**src/rtl/core/hcbp_pkg.sv**
```systemverilog
// Shared types and constants of the Huffman bit packer.
// No dependencies; imported by the interfaces, front end, queue, packer and top level.
`timescale 1ns / 1ps

package hcbp_pkg;

    localparam int DEF_MAX_CODE_LEN = 32;
    localparam int DEF_NUM_SYMBOLS  = 256;

    localparam int ACTION_BITS    = 2;
    localparam int SYM_BITS       = 8;
    localparam int CODE_WORD_BITS = 32;
    localparam int LEN_FIELD_BITS = 6;
    localparam int BYTE_BITS      = 8;
    localparam int PEND_BITS      = BYTE_BITS - 1;
    localparam int QUEUE_DEPTH    = 2;

    typedef enum logic [ACTION_BITS-1:0] {
        ACT_LOAD   = 2'd0,
        ACT_ENCODE = 2'd1,
        ACT_FLUSH  = 2'd2
    } action_t;

    // Work handed from the front end to the packer
    typedef enum logic [1:0] {
        OP_ENC   = 2'd0,
        OP_ERR   = 2'd1,
        OP_FLUSH = 2'd2
    } op_kind_t;

    typedef struct packed {
        op_kind_t                    kind;
        logic [CODE_WORD_BITS-1:0]   code;
        logic [LEN_FIELD_BITS-1:0]   len;
    } op_t;

endpackage

```
**src/rtl/core/hcbp_queue.sv**
```systemverilog
// Short FIFO of packer ops between front end and packer.
// Depends on hcbp_pkg.
`timescale 1ns / 1ps

module hcbp_queue (
    input  logic          clk,
    input  logic          rst_n,
    input  logic          push,
    input  hcbp_pkg::op_t push_op,
    output logic          ready,
    output logic          head_valid,
    output hcbp_pkg::op_t head_op,
    input  logic          pop
);
    import hcbp_pkg::*;

    localparam int PTR_W = $clog2(QUEUE_DEPTH);
    localparam logic [PTR_W:0] FULL = (PTR_W + 1)'(QUEUE_DEPTH);

    op_t              slot_reg [QUEUE_DEPTH];
    logic [PTR_W-1:0] wr_ptr_reg, wr_ptr_next;
    logic [PTR_W-1:0] rd_ptr_reg, rd_ptr_next;
    logic [PTR_W:0]   count_reg, count_next;

    assign ready      = count_reg != FULL;
    assign head_valid = count_reg != '0;
    assign head_op    = slot_reg[rd_ptr_reg];

    always_comb
    begin
        wr_ptr_next = push ? wr_ptr_reg + 1'b1 : wr_ptr_reg;
        rd_ptr_next = pop  ? rd_ptr_reg + 1'b1 : rd_ptr_reg;
        count_next  = count_reg;
        if (push && !pop)
        begin
            count_next = count_reg + 1'b1;
        end
        else if (pop && !push)
        begin
            count_next = count_reg - 1'b1;
        end
    end

    always_ff @(posedge clk or negedge rst_n)
    begin
        if (!rst_n)
        begin
            wr_ptr_reg <= '0;
            rd_ptr_reg <= '0;
            count_reg  <= '0;
        end
        else
        begin
            wr_ptr_reg <= wr_ptr_next;
            rd_ptr_reg <= rd_ptr_next;
            count_reg  <= count_next;
        end
    end

    always_ff @(posedge clk)
    begin
        if (push)
        begin
            slot_reg[wr_ptr_reg] <= push_op;
        end
    end

endmodule

```
**config.mk**
```make
export PLATFORM = sky130hd
export DESIGN_NAME = hcbp_queue
export DESIGN_NICKNAME = d
export VERILOG_FILES = /design/src/rtl/core/hcbp_pkg.sv /design/src/rtl/core/hcbp_queue.sv
export SDC_FILE = /design/constraint.sdc
export NUM_CORES = 1
export LEC_CHECK = 0
export BUFFER_PORTS_ARGS = -buffer_cell sky130_fd_sc_hd__buf_2
export CAP_MARGIN = 30
export CORE_MARGIN = 3
export CORE_UTILIZATION = 52
export CTS_CLUSTER_SIZE = 12
export DETAILED_ROUTE_END_ITERATION = 6
export GPL_ROUTABILITY_DRIVEN = 0
export GPL_TIMING_DRIVEN = 0
export PLACE_DENSITY = 0.86
export SLEW_MARGIN = 20
export SYNTH_ARGS = -nofsm -noshare
export SYNTH_HDL_FRONTEND = slang
export SYNTH_SLANG_ARGS = --single-unit
```
**constraint.sdc**
```tcl
create_clock -name clk -period 3.4 [get_ports clk]
set_input_delay 0.34 -clock clk [delete_from_list [all_inputs] [get_ports clk]]
set_output_delay 0.34 -clock clk [all_outputs]
set_load 0.1 [all_outputs]
```
After elaboration in Yosys (flattened, before gate mapping)
Memories as Yosys holds them, arrays and structs flattened.
Cells that the tools add are included.
Word-level totals
  input bits: 44
  output and inout bits: 42
  RAM bits: 80
  memories kept: 1
  register bits after elaboration: 4
  logic and storage cells: 19
Memories
  slot_reg: depth 2, width 40, read ports 1, clocked after memory_dff 0, write ports 1, RTL line hcbp_queue.sv:20  | op_t slot_reg [QUEUE_DEPTH];
Operators by class
  add/subtract/negate cells: 4
  muxes and demuxes: 4
  reduce and logical (&&, ||, !) cells: 6
  equality and inequality tests: 1
Operators by type and width (count)
  2-bit two-way mux: 2
  2-bit nonzero test: 2
  1-bit adder, second input constant: 2
  2-bit by 1-bit adder with 2-bit output, second input constant: 1
  1-bit logical AND: 2
  1-bit logical NOT: 2
  1-bit two-way mux: 2
  2-bit != test, second input constant: 1
  2-bit by 1-bit subtractor with 2-bit output, second input constant: 1

Depth between registers and ports, before layout
  word-level depth: 4
  gate-level depth with buffers: 5
  gate-level depth less buffers: 5

Least setup slack after synthesis
No wires, ideal clock.
  path kind: register to register
  from: reg wr_ptr_reg
  to: mem slot_reg[0][0] (netlist bit), enable pin
  path buffers: 0
  arrival time: 2.193 ns
  clock period less this slack: 2.635 ns
  cell stages (with the launch flop): 2
  required time: 2.958 ns
  setup slack: 0.765 ns
  cells stage by stage: dfrtp_1 nor2b_1
RTL lines
  from (decl): RTL line hcbp_queue.sv:21  | logic [PTR_W-1:0] wr_ptr_reg, wr_ptr_next;
  from (signal assigned): RTL line hcbp_queue.sv:54  | wr_ptr_reg <= wr_ptr_next;
  to (decl): RTL line hcbp_queue.sv:20
Straight into the memory's write port.

==> run summary <==
In the routed design, unresolved DRC markers number 0. The number of max-cap violations came out at 0. The slowest stage of the critical path belongs to the cell sky130_fd_sc_hd__buf_2. The worst path arrival time came out at 1640 ps.

The worst-case clock skew is 6.12 ps. The min-delay analysis places its worst path in the category input port to flip-flop. The via count normalized by instance count is 4.87.

The Yosys warning count is 0. The tree is rooted in a sky130_fd_sc_hd__clkbuf_8. The total core area is 0.00603 mm2.

After synthesis the netlist holds a flip-flop and latch count of 84. The mean routed wirelength per cell came out at 16.6 um. The met3 track demand over resource in global routing came out at 6.41%. The final setup violation count came out at 0. The starting utilization of the core area is 54.4%. The fraction of final layout cells sized beyond drive strength 1 is 61.2%.

The largest net degree at the start of global routing is 28. The via count of the first global-routing pass is 1,692. The filler cells instantiated in the layout total 424. The pre-antenna-repair detailed-routing pass consisted of 4 iterations.

The clock sink count came out at 84. The number of buffer and inverter instances along the worst setup path came out at 3. Synthesis produced 141 cells. The global routing usage on met1 is 18.8%. Summing over every cut layer, the via total after detailed routing is 1,559.

The worst slew slack as a fraction of its limit is 66.3%. The TritonCTS buffer count came out at 9. The distinct cell type count after synthesis is 15. The number of H-tree levels came out at 3. The total global routing track utilization is 15.9%.

The global routing stage identified its most utilized layer as met2. The transition at the pin with the smallest max-transition slack came out at 510 ps. The area added between synthesis and finish is 24.9%. The post-placement setup slack is 1780 ps.

The most common cell after layout, fill and taps aside is sky130_fd_sc_hd__buf_2. The width of the die came out at 85.4 um. A synthesized cell averages 23.3 um2.

In the layout the commonest cells are sky130_fd_sc_hd__buf_2, sky130_fd_sc_hd__edfxtp_1, sky130_fd_sc_hd__mux2_4, sky130_fd_sc_hd__clkbuf_8, sky130_fd_sc_hd__buf_12. The number of pins exceeding their max-slew limit in the final report came out at 0. The CTS clock-pin slew for the worst setup and hold paths came out at 80 ps. The number of failing hold endpoints at the final stage came out at 0. The first-pass GRT wire length is 8450 um.

The maximum fanout count along the critical path came out at 10. Once the clock tree was built, the setup fixing pass inserted 0 buffers. The routed design has 5320 um of wire.

The number of antenna-violating nets in the routed design came out at 0. The run finished with clean final reports. The sort of element at the start of the critical path is a flip-flop. Setup repair after global routing left no endpoint under its margin. The endpoint required time on the critical path came out at 3060 ps. The post-synthesis instance area is 0.00328 mm2. After global routing the overflow that remains totals 0. The floorplan has 28 rows. The family with the most delay on the worst path is buffers and inverters. The number of flip-flops in the largest register came out at 80.

The buffer levels on the longest clock path came out at 2. The post-synthesis sequential area ratio is 76.3%. The total number of nets in the final design came out at 285. The insertion delay to the later sink of the worst-skew pair is 340 ps. The floorplan die height came out at 85.4 um. Walking the worst path, the cells encountered are buf_6, buf_12, mux2_4, buf_2. The area of the die is 0.00730 mm2.

In the global route stage, met2 resource usage came out at 26.1%. The critical path class is flip-flop to primary output. For this design the top-level I/O count stands at 86. The category of the worst setup path capture point is a primary output. 0 antenna diodes ended up in the layout. For this run, the slowest stage of the critical path takes 420 ps. The final critical delay including setup and external delays is 1980 ps. The part of the cycle the worst path needs is 58.1%.

The number of antenna violations at the first check in global routing was 1. For this block, the initial DRC count from the detailed router was 63. TritonCTS built the clock tree. The number of buffer cells added on primary ports came out at 85. Synthesis produced a netlist with a net count of 186. The worst path setup slack after routing came out at 1420 ps.

The maximum frequency from static timing analysis came out at 0.506 GHz.
[final cells by class]
type	count	area (um2)	area share (%)
Buffer	5	91.3	2.23
Clock buffer	9	124	3.02
Clock inverter	7	115	2.81
Inverter	1	3.75	0.0916
Multi-Input combinational cell	51	691	16.9
Sequential cell	84	2500	61.1
Tap cell	75	93.8	2.29
Timing Repair Buffer	88	475	11.6
[worst register-to-register path, stage by stage, from the launching register on]
cell	delay, ps
sky130_fd_sc_hd__dfrtp_1	430
sky130_fd_sc_hd__nor2b_4	440
sky130_fd_sc_hd__buf_12	260
[path summary, 6_finish.rpt]
check / start / end / slack [ps] / cells past startpoint
max in group asynchronous: rst_n / rd_ptr_reg / 2940 / 2
min in group asynchronous: rst_n / count_reg[1] / 340 / 2
min: push_op[5] / slot_reg[0][5] / 180 / 1
min reg2reg: count_reg[1] / count_reg[1] / 500 / 1
max: rd_ptr_reg / head_op[4] / 1420 / 4
max reg2reg: wr_ptr_reg / slot_reg[0][6] / 1970 / 2
[metal layers]
metal,part of all wire (%),vias up
met4,0.47,2
met1,40,748
li1,-,745
met5,0.24,-
met2,52,60
met3,7.6,4
[per-stage QoR]
step                      cell area, um2  utilization, %  hold WS, ps  TNS, ps  std cells
final                               4100            68.0          178        0        320
after detailed placement            3850            63.8          155        0        303
after global placement              3800            63.0          149   -12730        301
after global routing                4100            68.0          151        0        320
after floorplan                     3280               -         44.4        0        141
after CTS                           4100            68.0          165        0        320
[cell families (layout without fill, tap and decap cells)]
logic type,after synthesis,after routing,share of synthesized area [%]
multiplexers,40,40,18.2
AND/OR/NAND/NOR,5,5,0.878
adder cells (fa/ha/maj),1,1,0.381
XOR/XNOR,5,5,1.34
buffers and inverters,6,110,2.90
flip-flops,84,84,76.3
[cell usage after synthesis (all sizes together)]
cell    instances  area (um2)
edfxtp         80        2400
mux2           40         597
buf             5        91.3
dfrtp           4         100
xor2            4        35.0
and2            1        6.26
ha              1        12.5
inv             1        3.75
nand2b          1        6.26
nor2            1        3.75
nor2b           1        6.26
or2             1        6.26
xnor2           1        8.76
[repair_timing]
| action | 4_1_cts | 5_1_grt |
|---|---|---|
| resized for setup | 0 | 0 |
| hold buffers | 1 | 0 |
| endpoints found under the hold margin | 4 | 0 |
Power is not shown: default switching activity piles up to over one toggle a cycle in this logic, so the estimate is an artifact.
