==> src/rtl/core/hcbp_pkg.sv <==
// Shared types and constants of the Huffman bit packer.
// No dependencies; imported by the interfaces, front end, queue, packer and top level.
`timescale 1ns / 1ps

package hcbp_pkg;

    localparam int DEF_MAX_CODE_LEN = 32;
    localparam int DEF_NUM_SYMBOLS  = 256;

    localparam int ACTION_BITS    = 2;
    localparam int SYM_BITS       = 8;
    localparam int CODE_WORD_BITS = 32;
    localparam int LEN_FIELD_BITS = 6;
    localparam int BYTE_BITS      = 8;
    localparam int PEND_BITS      = BYTE_BITS - 1;
    localparam int QUEUE_DEPTH    = 2;

    typedef enum logic [ACTION_BITS-1:0] {
        ACT_LOAD   = 2'd0,
        ACT_ENCODE = 2'd1,
        ACT_FLUSH  = 2'd2
    } action_t;

    // Work handed from the front end to the packer
    typedef enum logic [1:0] {
        OP_ENC   = 2'd0,
        OP_ERR   = 2'd1,
        OP_FLUSH = 2'd2
    } op_kind_t;

    typedef struct packed {
        op_kind_t                    kind;
        logic [CODE_WORD_BITS-1:0]   code;
        logic [LEN_FIELD_BITS-1:0]   len;
    } op_t;

endpackage

==> src/rtl/core/hcbp_result_if.sv <==
// Result channel of the Huffman bit packer: valid/ready plus one result word.
// Depends on hcbp_pkg.
`timescale 1ns / 1ps

interface hcbp_result_if;
    import hcbp_pkg::*;

    logic                 valid;
    logic                 ready;
    logic [BYTE_BITS-1:0] out_byte;
    logic                 is_error;
    logic                 last_in_run;

    modport source (output valid, out_byte, is_error, last_in_run, input ready);
    modport sink   (input valid, out_byte, is_error, last_in_run, output ready);
endinterface

==> src/rtl/core/hcbp_back.sv <==
// Packer: merges codes into the bit accumulator, emits one byte per cycle, while
// the output register is free, into that register. Depends on hcbp_pkg, hcbp_result_if.
`timescale 1ns / 1ps

module hcbp_back #(
    parameter int CODE_W = hcbp_pkg::CODE_WORD_BITS
) (
    input  logic          clk,
    input  logic          rst_n,
    input  logic          head_valid,
    input  hcbp_pkg::op_t head_op,
    output logic          pop,
    hcbp_result_if.source result
);
    import hcbp_pkg::*;

    localparam int ACC_W = CODE_W + PEND_BITS;
    localparam int TOT_W = $clog2(CODE_W + BYTE_BITS);
    localparam int PAD_W = BYTE_BITS + PEND_BITS;
    localparam logic [TOT_W-1:0] TOT_BYTE = TOT_W'(BYTE_BITS);

    // Unemitted bits sit in the low total_reg bits of acc_reg
    logic [ACC_W-1:0]     acc_reg, acc_next;
    logic [TOT_W-1:0]     total_reg, total_next;
    logic                 out_valid_reg, out_valid_next;
    logic [BYTE_BITS-1:0] out_byte_reg, out_byte_next;
    logic                 out_err_reg, out_err_next;
    logic                 out_last_reg, out_last_next;

    logic                 emit_need;
    logic [TOT_W-1:0]     tot_m8;
    logic                 out_free;
    logic                 can_emit;
    logic                 last_emit;
    logic                 settle;
    logic [2:0]           rem;
    logic [PEND_BITS-1:0] pend;
    logic [ACC_W-1:0]     merged;
    logic [ACC_W-1:0]     acc_shift;
    logic [PAD_W-1:0]     pad_wide;
    logic                 load_out;

    assign emit_need = total_reg >= TOT_BYTE;
    assign tot_m8    = total_reg - TOT_BYTE;
    assign out_free  = !out_valid_reg || result.ready;
    assign can_emit  = emit_need && out_free;
    assign last_emit = tot_m8 < TOT_BYTE;
    // Fewer than a byte left after this cycle: a new op may merge in
    assign settle    = !emit_need || (can_emit && last_emit);
    assign rem       = emit_need ? tot_m8[2:0] : total_reg[2:0];

    assign pend      = acc_reg[PEND_BITS-1:0] & ~({PEND_BITS{1'b1}} << rem);
    assign merged    = ({{CODE_W{1'b0}}, pend} << head_op.len)
                       | {{PEND_BITS{1'b0}}, head_op.code[CODE_W-1:0]};
    assign acc_shift = acc_reg >> tot_m8;
    assign pad_wide  = {{BYTE_BITS{1'b0}}, pend} << (4'(BYTE_BITS) - {1'b0, rem});

    always_comb
    begin
        acc_next      = acc_reg;
        total_next    = total_reg;
        pop           = 1'b0;
        load_out      = 1'b0;
        out_byte_next = out_byte_reg;
        out_err_next  = out_err_reg;
        out_last_next = out_last_reg;

        if (can_emit)
        begin
            total_next    = tot_m8;
            load_out      = 1'b1;
            out_byte_next = acc_shift[BYTE_BITS-1:0];
            out_err_next  = 1'b0;
            out_last_next = last_emit;
        end

        if (head_valid)
        begin
            unique case (head_op.kind)
                OP_ENC:
                begin
                    if (settle)
                    begin
                        pop        = 1'b1;
                        acc_next   = merged;
                        total_next = TOT_W'(rem) + TOT_W'(head_op.len);
                    end
                end
                OP_ERR:
                begin
                    if (!emit_need && out_free)
                    begin
                        pop           = 1'b1;
                        load_out      = 1'b1;
                        out_byte_next = '0;
                        out_err_next  = 1'b1;
                        out_last_next = 1'b1;
                    end
                end
                OP_FLUSH:
                begin
                    if (rem == 3'd0)
                    begin
                        if (settle)
                        begin
                            pop        = 1'b1;
                            total_next = '0;
                        end
                    end
                    else if (!emit_need && out_free)
                    begin
                        pop           = 1'b1;
                        total_next    = '0;
                        load_out      = 1'b1;
                        out_byte_next = pad_wide[BYTE_BITS-1:0];
                        out_err_next  = 1'b0;
                        out_last_next = 1'b1;
                    end
                end
                default:
                begin
                    pop = 1'b0;
                end
            endcase
        end

        if (load_out)
        begin
            out_valid_next = 1'b1;
        end
        else if (result.ready)
        begin
            out_valid_next = 1'b0;
        end
        else
        begin
            out_valid_next = out_valid_reg;
        end
    end

    always_ff @(posedge clk or negedge rst_n)
    begin
        if (!rst_n)
        begin
            total_reg     <= '0;
            out_valid_reg <= 1'b0;
        end
        else
        begin
            total_reg     <= total_next;
            out_valid_reg <= out_valid_next;
        end
    end

    always_ff @(posedge clk)
    begin
        acc_reg      <= acc_next;
        out_byte_reg <= out_byte_next;
        out_err_reg  <= out_err_next;
        out_last_reg <= out_last_next;
    end

    assign result.valid       = out_valid_reg;
    assign result.out_byte    = out_byte_reg;
    assign result.is_error    = out_err_reg;
    assign result.last_in_run = out_last_reg;

endmodule

==> src/flat_wrapper.sv <==
// flat-port wrapper written by rule: the top's interface ports become plain ports
module hcbp_back_flat import hcbp_pkg::*;
#(
    parameter int CODE_W = hcbp_pkg::CODE_WORD_BITS
)
  (clk, rst_n, head_valid, head_op, pop, result_valid, result_out_byte, result_is_error, result_last_in_run, result_ready);
  hcbp_result_if result_i ();
  input  logic clk;
  input  logic rst_n;
  input  logic head_valid;
  input  hcbp_pkg::op_t head_op;
  output logic pop;
  output wire logic [$bits(result_i.valid)-1:0] result_valid;
  output wire logic [$bits(result_i.out_byte)-1:0] result_out_byte;
  output wire logic [$bits(result_i.is_error)-1:0] result_is_error;
  output wire logic [$bits(result_i.last_in_run)-1:0] result_last_in_run;
  input wire logic [$bits(result_i.ready)-1:0] result_ready;
  assign result_valid = result_i.valid;
  assign result_out_byte = result_i.out_byte;
  assign result_is_error = result_i.is_error;
  assign result_last_in_run = result_i.last_in_run;
  assign result_i.ready = result_ready;
  hcbp_back #(.CODE_W(CODE_W)) u_core (.clk(clk), .rst_n(rst_n), .head_valid(head_valid), .head_op(head_op), .pop(pop), .result(result_i));
endmodule
==> config.mk <==
export PLATFORM = sky130hd
export DESIGN_NAME = hcbp_back_flat
export DESIGN_NICKNAME = d
export VERILOG_FILES = /design/src/rtl/core/hcbp_pkg.sv /design/src/rtl/core/hcbp_result_if.sv /design/src/rtl/core/hcbp_back.sv /design/src/flat_wrapper.sv
export SDC_FILE = /design/constraint.sdc
export NUM_CORES = 1
export LEC_CHECK = 0
export BUFFER_PORTS_ARGS = -buffer_cell sky130_fd_sc_hd__buf_4
export CAP_MARGIN = 15
export CORE_MARGIN = 3
export CORE_UTILIZATION = 60
export CTS_BUF_LIST = sky130_fd_sc_hd__clkbuf_4 sky130_fd_sc_hd__clkbuf_8 sky130_fd_sc_hd__clkbuf_16
export DETAILED_ROUTE_END_ITERATION = 8
export PLACE_DENSITY_LB_ADDON = 0.25
export SYNTH_ARGS = -nofsm -noshare
export SYNTH_HDL_FRONTEND = slang
export SYNTH_SLANG_ARGS = --single-unit
==> constraint.sdc <==
create_clock -name clk -period 9.6 [get_ports clk]
set_input_delay 0.96 -clock clk [delete_from_list [all_inputs] [get_ports clk]]
set_output_delay 0.96 -clock clk [all_outputs]
set_load 0.03 [all_outputs]
After elaboration in Yosys (flattened, before gate mapping)

Cells that the tools add are included.

Input bits: 44
Output and inout bits: 12
Bits in registers: 56
Word-level logic and storage cells: 68

Magnitude comparators: 2
Bitwise logic cells: 3
Shift operators: 4
Eq/ne operators: 2
Muxes and demuxes: 37
Add/sub/neg operators: 3
Reduce and logical (&&, ||, !) cells: 11

Operator list:

| cell                                                        | count |
|---|---|
| 2-to-1 mux 8 bit                                            | 5 |
| OR 39 x 32 -> 39 bit                                        | 1 |
| left shift 7 x 6 -> 39 bit                                  | 1 |
| right shift 39 x 6 -> 8 bit                                 | 1 |
| 2-to-1 mux 6 bit                                            | 6 |
| 2-to-1 mux 1 bit                                            | 19 |
| one-hot mux 8 bit (2 select lines)                          | 1 |
| one-hot mux 6 bit (2 select lines)                          | 1 |
| left shift 7 x 4 -> 8 bit                                   | 1 |
| bitwise AND 7 bit                                           | 1 |
| NOT 7 bit                                                   | 1 |
| left shift 7 x 3 -> 7 bit (first input constant)            | 1 |
| adder 3 x 6 -> 6 bit                                        | 1 |
| >= comparator 6 x 4 -> 1 bit (second input constant)        | 1 |
| less-than comparator 6 x 4 -> 1 bit (second input constant) | 1 |
| one-hot mux 1 bit (2 select lines)                          | 3 |
| subtractor 6 x 4 -> 6 bit (second input constant)           | 1 |
| subtractor 4 x 3 -> 4 bit (first input constant)            | 1 |
| logical AND 1 bit                                           | 3 |
| logical NOT 3 bit                                           | 1 |
| 2-to-1 mux 3 bit                                            | 1 |
| one-hot mux 1 bit (3 select lines)                          | 1 |
| AND reduction 3 bit                                         | 1 |
| equality test 2 x 1 -> 1 bit (second input constant)        | 1 |
| 5 further kinds                                             | 7 |

Longest topological paths before layout

Gate-level depths: netlist (run 1).

Word-level depth: 10
Gate-level depth with buffers: 14
Mapped depth without buffers: 10

Least setup slack after synthesis (run 1)

Ideal clock, no wire load.

Path type: register to output
Start point: register u_core.total_reg[0]
End point: output pop
Slack: 6.042 ns
Required time: 8.640 ns
Arrival: 2.598 ns
Path buffers: 5
Cell stages (with the launch flop): 13
Cells stage by stage: dfrtp_1 buf_6 buf_6 buf_6 buf_4 inv_1 ha_1 ha_1 clkbuf_1 o21ai_0 nand2b_1 a221oi_1 nor3b_1

Longest elaborated chain between the ends: 8
Elaborated cells on any way between the ends: 15
Those cells by class: 1 x add/sub; 2 x order compare; 6 x mux; 6 x reduce/logical

Ends and longest elaborated chain:

| what                                                                      | line                              | RTL |
|---|---|---|
| start: declaration                                                        | hcbp_back.sv:24                   | `logic [TOT_W-1:0] total_reg, total_next;` |
| start signal: assignment                                                  | hcbp_back.sv:150                  | `total_reg <= total_next;` |
| subtractor 6 x 4 -> 6 bit or >= comparator 6 x 4 -> 1 bit (tied branches) | hcbp_back.sv:44, hcbp_back.sv:43  |  |
| less-than comparator 6 x 4 -> 1 bit or logical AND 1 bit (tied branches)  | hcbp_back.sv:47, hcbp_back.sv:46  |  |
| logical AND 1 bit                                                         | hcbp_back.sv:49                   | `assign settle = !emit_need \|\| (can_emit && last_emit);` |
| logical OR 1 bit                                                          | hcbp_back.sv:49                   |  |
| 2-to-1 mux 1 bit                                                          | hcbp_back.sv:82, hcbp_back.sv:104 |  |
| 2-to-1 mux 1 bit                                                          | hcbp_back.sv:102                  | `if (rem == 3'd0)` |
| one-hot mux 1 bit (3 select lines) *                                      | hcbp_back.sv:79                   | `unique case (head_op.kind)` |
| 2-to-1 mux 1 bit *                                                        | hcbp_back.sv:77                   | `if (head_valid)` |
| end: declaration                                                          | flat_wrapper.sv:12                | `output logic pop;` |

Every way passes the cells marked *; elsewhere a longest branch is shown, timed or not.

Final worst setup path (run 1)

Start point: register u_core.total_reg[3]
End point: output pop

Same word-level chain as after synthesis.

==> results.yml, run 1 <==
logic_synthesis:
  yosys_warnings: 0
  synthDistinctLibCells: 74
  ys_seq_elements: 56
  synth-edff-count: 39
  synth_compound_area_frac: 0.215
  syn_inst: 554
  synth-simple-area-share: 0.185
  syn_nets: 612
  synth_fa_ha_area_frac: 0.0361
  syn_area_um2: 5060
  avgSynthCellArea_um2: 9.13
  synth_top_family_by_area: "compound AO/OA/AOI/OAI gates"
  async_flop_share: 0.125
  seq_area_frac_synth: 0.306
  synth_mux_area_frac: 0.195
  synthXorXnorAreaFrac: 0.0121
  synthFlopType: "edfxtp_1"
status:
  status: "finished, final reports clean"
setup_path:
  startpoint_type: "flip-flop"
  worst_setup_path_end_kind: "primary output"
  crit_type: "flip-flop to primary output"
  crit_required_ns: 8.64
  critPathMaxFanout: 21
  arrival_ns: 3.56
timing:
  finalCritPeriodShare: 0.471
  drv_slew: 0
  fin_crit_ns: 4.52
  holdWs_ns: 0.423
  fmax_mhz: 221
  final.setup.tns_ns: 0
  setup_viol: 0
  skew_ns: 0.00516
  worst_pin_slew_ns: 1.00
  rsz0062_at_grt: "no"
  slew_headroom: 0.327
  worst_slack_ns: 5.08
  hold_viol: 0
clocking:
  cts_max_level: 2
  postCtsSetupRepairBufs: 0
  clockBufferDepth: 2
  ctsRootBufferMaster: "clkbuf_8"
  cts-resized-gates: 0
  clkSlewWorstSetupHoldPaths_ns: 0.11
  cts_buffers: 5
  cts_tree: "built"
  clock-sinks: 56
  clock_latency_ns: 0.33
  postCtsHoldBufs: 0
layout:
  largest_reg_flops: 39
  areaGrowthSynthToFinish_pct: 10.3
  regArea_um2: 1550
  n_antenna_cell: 0
  drive_gt1_frac: 0.198
  fillerInstances: 646
  multi_input_area_um2: 3260
  nNetsFinal: 643
grt:
  grt_overflow_total: 0
  grt_max_degree: 65
  antenna_found_initial: 0
  track_usage: 0.301
  grt_pass1_vias: 4325
  grt_pass1_wl_um: 23100
routing:
  drt_iter0_markers: 517
  viasPerCell: 6.72
  drc: 0
  ant_nets: 0
  wl_per_cell_um: 21.2
  routed_wl_um: 14600
  firstDrtPassIters: 5
  dr_total_vias: 4626
power:
  cellLeakagePower_nw: 2.12
  ir_drop_mv: 0.117
  powerDensity_nw_per_um2: 204
floorplanning:
  rows: 32
  ios: 56
  die_y_um: 97.8
  dieArea_um2: 9570
  start_util: 0.635
  die_x_um: 97.8
  coreArea_um2: 7970
job:
  maxCapViolations: 0
place:
  io_buffer_count: 55
  gp_congestion: 0.998
  hpwl_um: 11300
  place_ws_ns: 5.53
hold_path:
  min_path_type: "input port to asynchronous set/reset pin"
## metrics by stage
stage | util | total power, mW | area, um^2 | instances
2_1_floorplan | - | 0.805 | 5060 | 554
3_3_place_gp | 0.685 | 0.953 | 5460 | 680
3_5_place_dp | 0.685 | 0.964 | 5460 | 680
4_1_cts | 0.700 | 1.13 | 5580 | 688
5_1_grt | 0.700 | 1.21 | 5580 | 688
6_report | 0.700 | 1.14 | 5580 | 688
## worst paths after layout
check,startpoint,to,slack (ns),cells past startpoint
setup / recovery,u_core.total_reg[3],pop,5.08,9
setup reg to reg,u_core.total_reg[3],u_core.acc_reg[24],5.82,8
hold / removal,rst_n,u_core.total_reg[0],0.42,1
min in group clk,u_core.result.out_byte[7],u_core.result.out_byte[7],0.51,2
hold reg to reg,u_core.result.out_byte[7],u_core.result.out_byte[7],0.51,2
max in group asynchronous,rst_n,u_core.total_reg[0],9.04,1
## cell usage after synthesis (all sizes together), types with 10 or more instances
cell / number / area, um^2
buf: 18 / 121
nand3: 25 / 125
clkbuf: 19 / 71.3
nand2b: 16 / 100
mux4: 13 / 297
inv: 16 / 60.1
ha: 13 / 163
nor2: 36 / 138
o22ai: 10 / 62.6
nand2: 56 / 210
dfxtp: 10 / 200
mux2i: 43 / 430
a21o: 16 / 120
mux2: 22 / 259
a21oi: 22 / 110
edfxtp: 39 / 1170
o21ai: 41 / 205
nor2b: 11 / 68.8
## critical path, cell delays in order (launching register included)
cell	delay, ns
dfrtp_1	0.85
inv_1	0.18
ha_1	0.72
nand2_1	0.30
nor3_1	0.48
o21ai_0	0.14
nand2b_1	0.10
a221oi_1	0.07
nor3b_1	0.19
buf_4	0.19
## layout make-up
type / instances / share of cell area
clock buffer: 5 / 0.0123
clock inverter: 3 / 0.00897
inverter: 17 / 0.0114
multi-input combinational: 444 / 0.585
sequential: 56 / 0.277
tap: 102 / 0.0229
timing repair buffer: 61 / 0.0821
## logic make-up after synthesis
| family | after synthesis |
|---|---|
| AND/OR/NAND/NOR | 186 |
| flip-flops | 56 |
| XOR/XNOR | 7 |
| adder cells (fa/ha/maj) | 14 |
| AO/OA/AOI/OAI | 159 |
| buffers and inverters | 54 |
| multiplexers | 78 |
## cell usage in the layout (no fill, tap or decap), drive strengths merged, types with 3 or more instances in the layout
cell type / count
nor2: 36
or2: 4
o31ai: 4
and3: 3
inv: 18
xor2: 3
a211oi: 3
o22ai: 10
clkbuf: 5
a221oi: 3
dfxtp: 10
mux2i: 43
ha: 13
nand2: 56
a22oi: 6
nand2b: 16
nand3b: 4
nor3b: 4
a21o: 16
o2bb2ai: 5
o21ai: 41
mux2: 22
o21bai: 7
nor2b: 11
o221ai: 7
nor4: 3
and2: 8
o21a: 3
edfxtp: 39
nor3: 8
buf: 61
dfrtp: 7
a31oi: 6
a21oi: 22
nand3: 25
a221o: 7
mux4: 13
xnor2: 4
## per-layer routing
| layer | up-vias | GRT usage | routed length [um] |
|---|---|---|---|
| met1 | 2174 | 0.421 | 6180 |
| met4 | 0 | 0.0895 | 385 |
| met5 | - | 0 | 0 |
| li1 | 2161 | - | - |
| met2 | 255 | 0.497 | 6870 |
| met3 | 36 | 0.0336 | 1180 |
## power breakdown
part	switching, mW	leakage (nW)	total, mW	internal [mW]
Sequential	0.0434	0.525	0.340	0.297
Combinational	0.379	1.54	0.633	0.254
Clock	0.0868	0.0607	0.167	0.0806
Total	0.509	2.12	1.14	0.631
No activity file was read; power rests on OpenSTA's default activity.
==> run 2, diff against run 1 <==
ABC_AREA = 1   (was not set)
CORE_UTILIZATION = 55   (was 60)
clock period = 3.7 ns   (was 9.6 ns; I/O delays follow)
==> run 2 against run 1 <==
Worst hold slack got worse by 0.13 ns. Combinational power increased by 130%. Setup slack got worse by 4.5 ns. Register-to-register slack got worse by 5.1 ns. Routed wire length increased by 11%. Sequential power increased to 2.5 times the previous value. Critical path type unchanged.
==> results.yml, run 2 <==
clocking:
  clkSlewWorstSetupHoldPaths_ns: 0.12
  clock_latency_ns: 0.32
  postCtsSetupRepairBufs: 0
  cts_tree: "built"
  clockBufferDepth: 2
  clock-sinks: 56
  ctsRootBufferMaster: "clkbuf_8"
  cts_max_level: 2
  cts_buffers: 5
setup_path:
  worst_setup_path_end_kind: "primary output"
  arrival_ns: 2.78
  critPathLaunch: "u_core.total_reg[3]"
  critPathMaxFanout: 12
  ff2ff_path_depth: 9
  crit_required_ns: 3.33
  reg2reg_from: "u_core.total_reg[3]"
  reg2reg_setup_slack_ns: 0.74
  crit_type: "flip-flop to primary output"
  startpoint_type: "flip-flop"
place:
  hpwl_um: 12700
  place_ws_ns: 0.864
  gp_congestion: 1.09
  io_buffer_count: 55
layout:
  final_cell_mix: "327 x nand2_1, 157 x nand3_1, 63 x buf_4, 53 x inv_1, 49 x nor2_1"
  areaGrowthSynthToFinish_pct: 9.63
  n_antenna_cell: 0
  drive_gt1_frac: 0.110
  post-route-util: 0.638
  nNetsFinal: 928
  largest_reg_flops: 39
  layout_commonest_cell: "nand2_1"
logic_synthesis:
  yosys_warnings: 0
  netlist.area_leader.share: 0.235
  synthFlopType: "edfxtp_1"
  seq_area_frac_synth: 0.296
  syn_nets: 901
  syn_inst: 843
  synthTopCellsByCount: "327 x nand2_1, 157 x nand3_1, 53 x inv_1"
  ys_seq_elements: 56
  netlist_top_cells_area: "nand2_1 23%, edfxtp_1 22%, nand3_1 15%"
  synthDistinctLibCells: 41
  syn_area_um2: 5220
  synth-edff-count: 39
  synth_most_common_cell: "nand2_1"
  avgSynthCellArea_um2: 6.20
  async_flop_share: 0.125
  yosys.area.top_type: "nand2_1"
timing:
  worst_slack_ns: 0.550
  worst_pin_slew_ns: 0.893
  final.setup.tns_ns: 0
  slew_headroom: 0.403
  fin_crit_ns: 3.15
  fmax_mhz: 317
  finalCritPeriodShare: 0.851
  drv_slew: 0
  hold_viol: 0
  holdWs_ns: 0.296
  skew_ns: 0.0123
  rsz0062_at_grt: "no"
  setup_viol: 0
routing:
  viasPerCell: 5.83
  firstDrtPassIters: 7
  dr_total_vias: 5808
  drt_iter0_markers: 583
  drc: 0
  ant_nets: 0
  routed_wl_um: 16200
  wl_per_cell_um: 16.2
grt:
  grt_overflow_total: 0
  grt_pass1_wl_um: 25600
  grt_pass1_vias: 5254
  track_usage: 0.308
  antenna_found_initial: 0
  grt_max_degree: 49
power:
  powerDensity_nw_per_um2: 470
  clkPwrFrac: 0.135
  ir_drop_mv: 0.274
  power.total_mw: 2.69
  seqPwrFrac: 0.318
  combPwrFrac: 0.547
  p_switching_mw: 1.30
  cellLeakagePower_nw: 2.75
  intPower_mw: 1.39
  switching_share: 0.482
floorplanning:
  start_util: 0.582
  die_y_um: 103
  dieArea_um2: 10700
  coreArea_um2: 8980
  ios: 56
  die_x_um: 103
  rows: 34
job:
  maxCapViolations: 0
hold_path:
  worstHoldStart: "head_op[37]"
  min_path_type: "input port to flip-flop"
  hold_depth: 2
status:
  status: "finished, final reports clean"
run 2: layout make-up:
type,count,area [um^2]
Tap cell,126,158
Timing Repair Buffer,64,483
Sequential cell,56,1550
Fill cell,846,3250
Multi-Input combinational cell,679,3200
Clock inverter,3,27.5
Clock buffer,5,68.8
Inverter,64,240
run 2: critical path, cell delays in order (launching register included):
cell and delay, ns:
dfrtp_1 0.62, inv_2 0.19, ha_1 0.47, nand2_1 0.13, o31ai_2 0.42, o21ai_1 0.15, o21ai_0 0.17, nand2_1 0.07
nor2_1 0.09, buf_4 0.16
run 2: path summary, 6_finish.rpt:
check / endpoint
max: pop
min: u_core.acc_reg[31]
max reg2reg: u_core.total_reg[3]
min reg2reg: u_core.result.is_error
max in group asynchronous: u_core.total_reg[4]
min in group asynchronous: u_core.result.valid
run 2: timing repair:
item,CTS,global route
resized for setup,0,0
hold buffers,1,0
endpoints found under the hold margin,7,0
run 2: per-stage QoR:
step | cell area (um^2) | cells
floorplan | 5220 | 843
global placement | 5620 | 988
detailed placement | 5620 | 988
CTS | 5730 | 997
global route | 5730 | 997
finish | 5730 | 997
run 2: power groups by stage:
stage	registers, mW	logic [mW]	clock network [mW]
after global routing	0.864	1.63	0.393
final	0.854	1.47	0.364
after floorplan	0.924	1.00	0
after global placement	0.862	1.43	0
after detailed placement	0.866	1.45	0
after CTS	0.851	1.46	0.365
run 2: kinds of logic (layout without fill, tap and decap cells):
group / after synthesis / after routing / share of synthesized area
adders and majority gates: 14 / 14 / 0.0350
AOI/OAI and AO/OA: 102 / 102 / 0.114
and+or+nand+nor: 559 / 559 / 0.456
DFF: 56 / 56 / 0.296
buffers and inverters: 108 / 136 / 0.0908
xor gates and xnor gates: 4 / 4 / 0.00815
run 2: layer usage:
metal | vias up | GRT usage | routed length, um
li1 | 2837 | - | -
met1 | 2656 | 0.435 | 7070
met2 | 293 | 0.511 | 7600
met3 | 22 | 0.0268 | 1180
met4 | 0 | 0.0757 | 303
met5 | - | 0 | 0
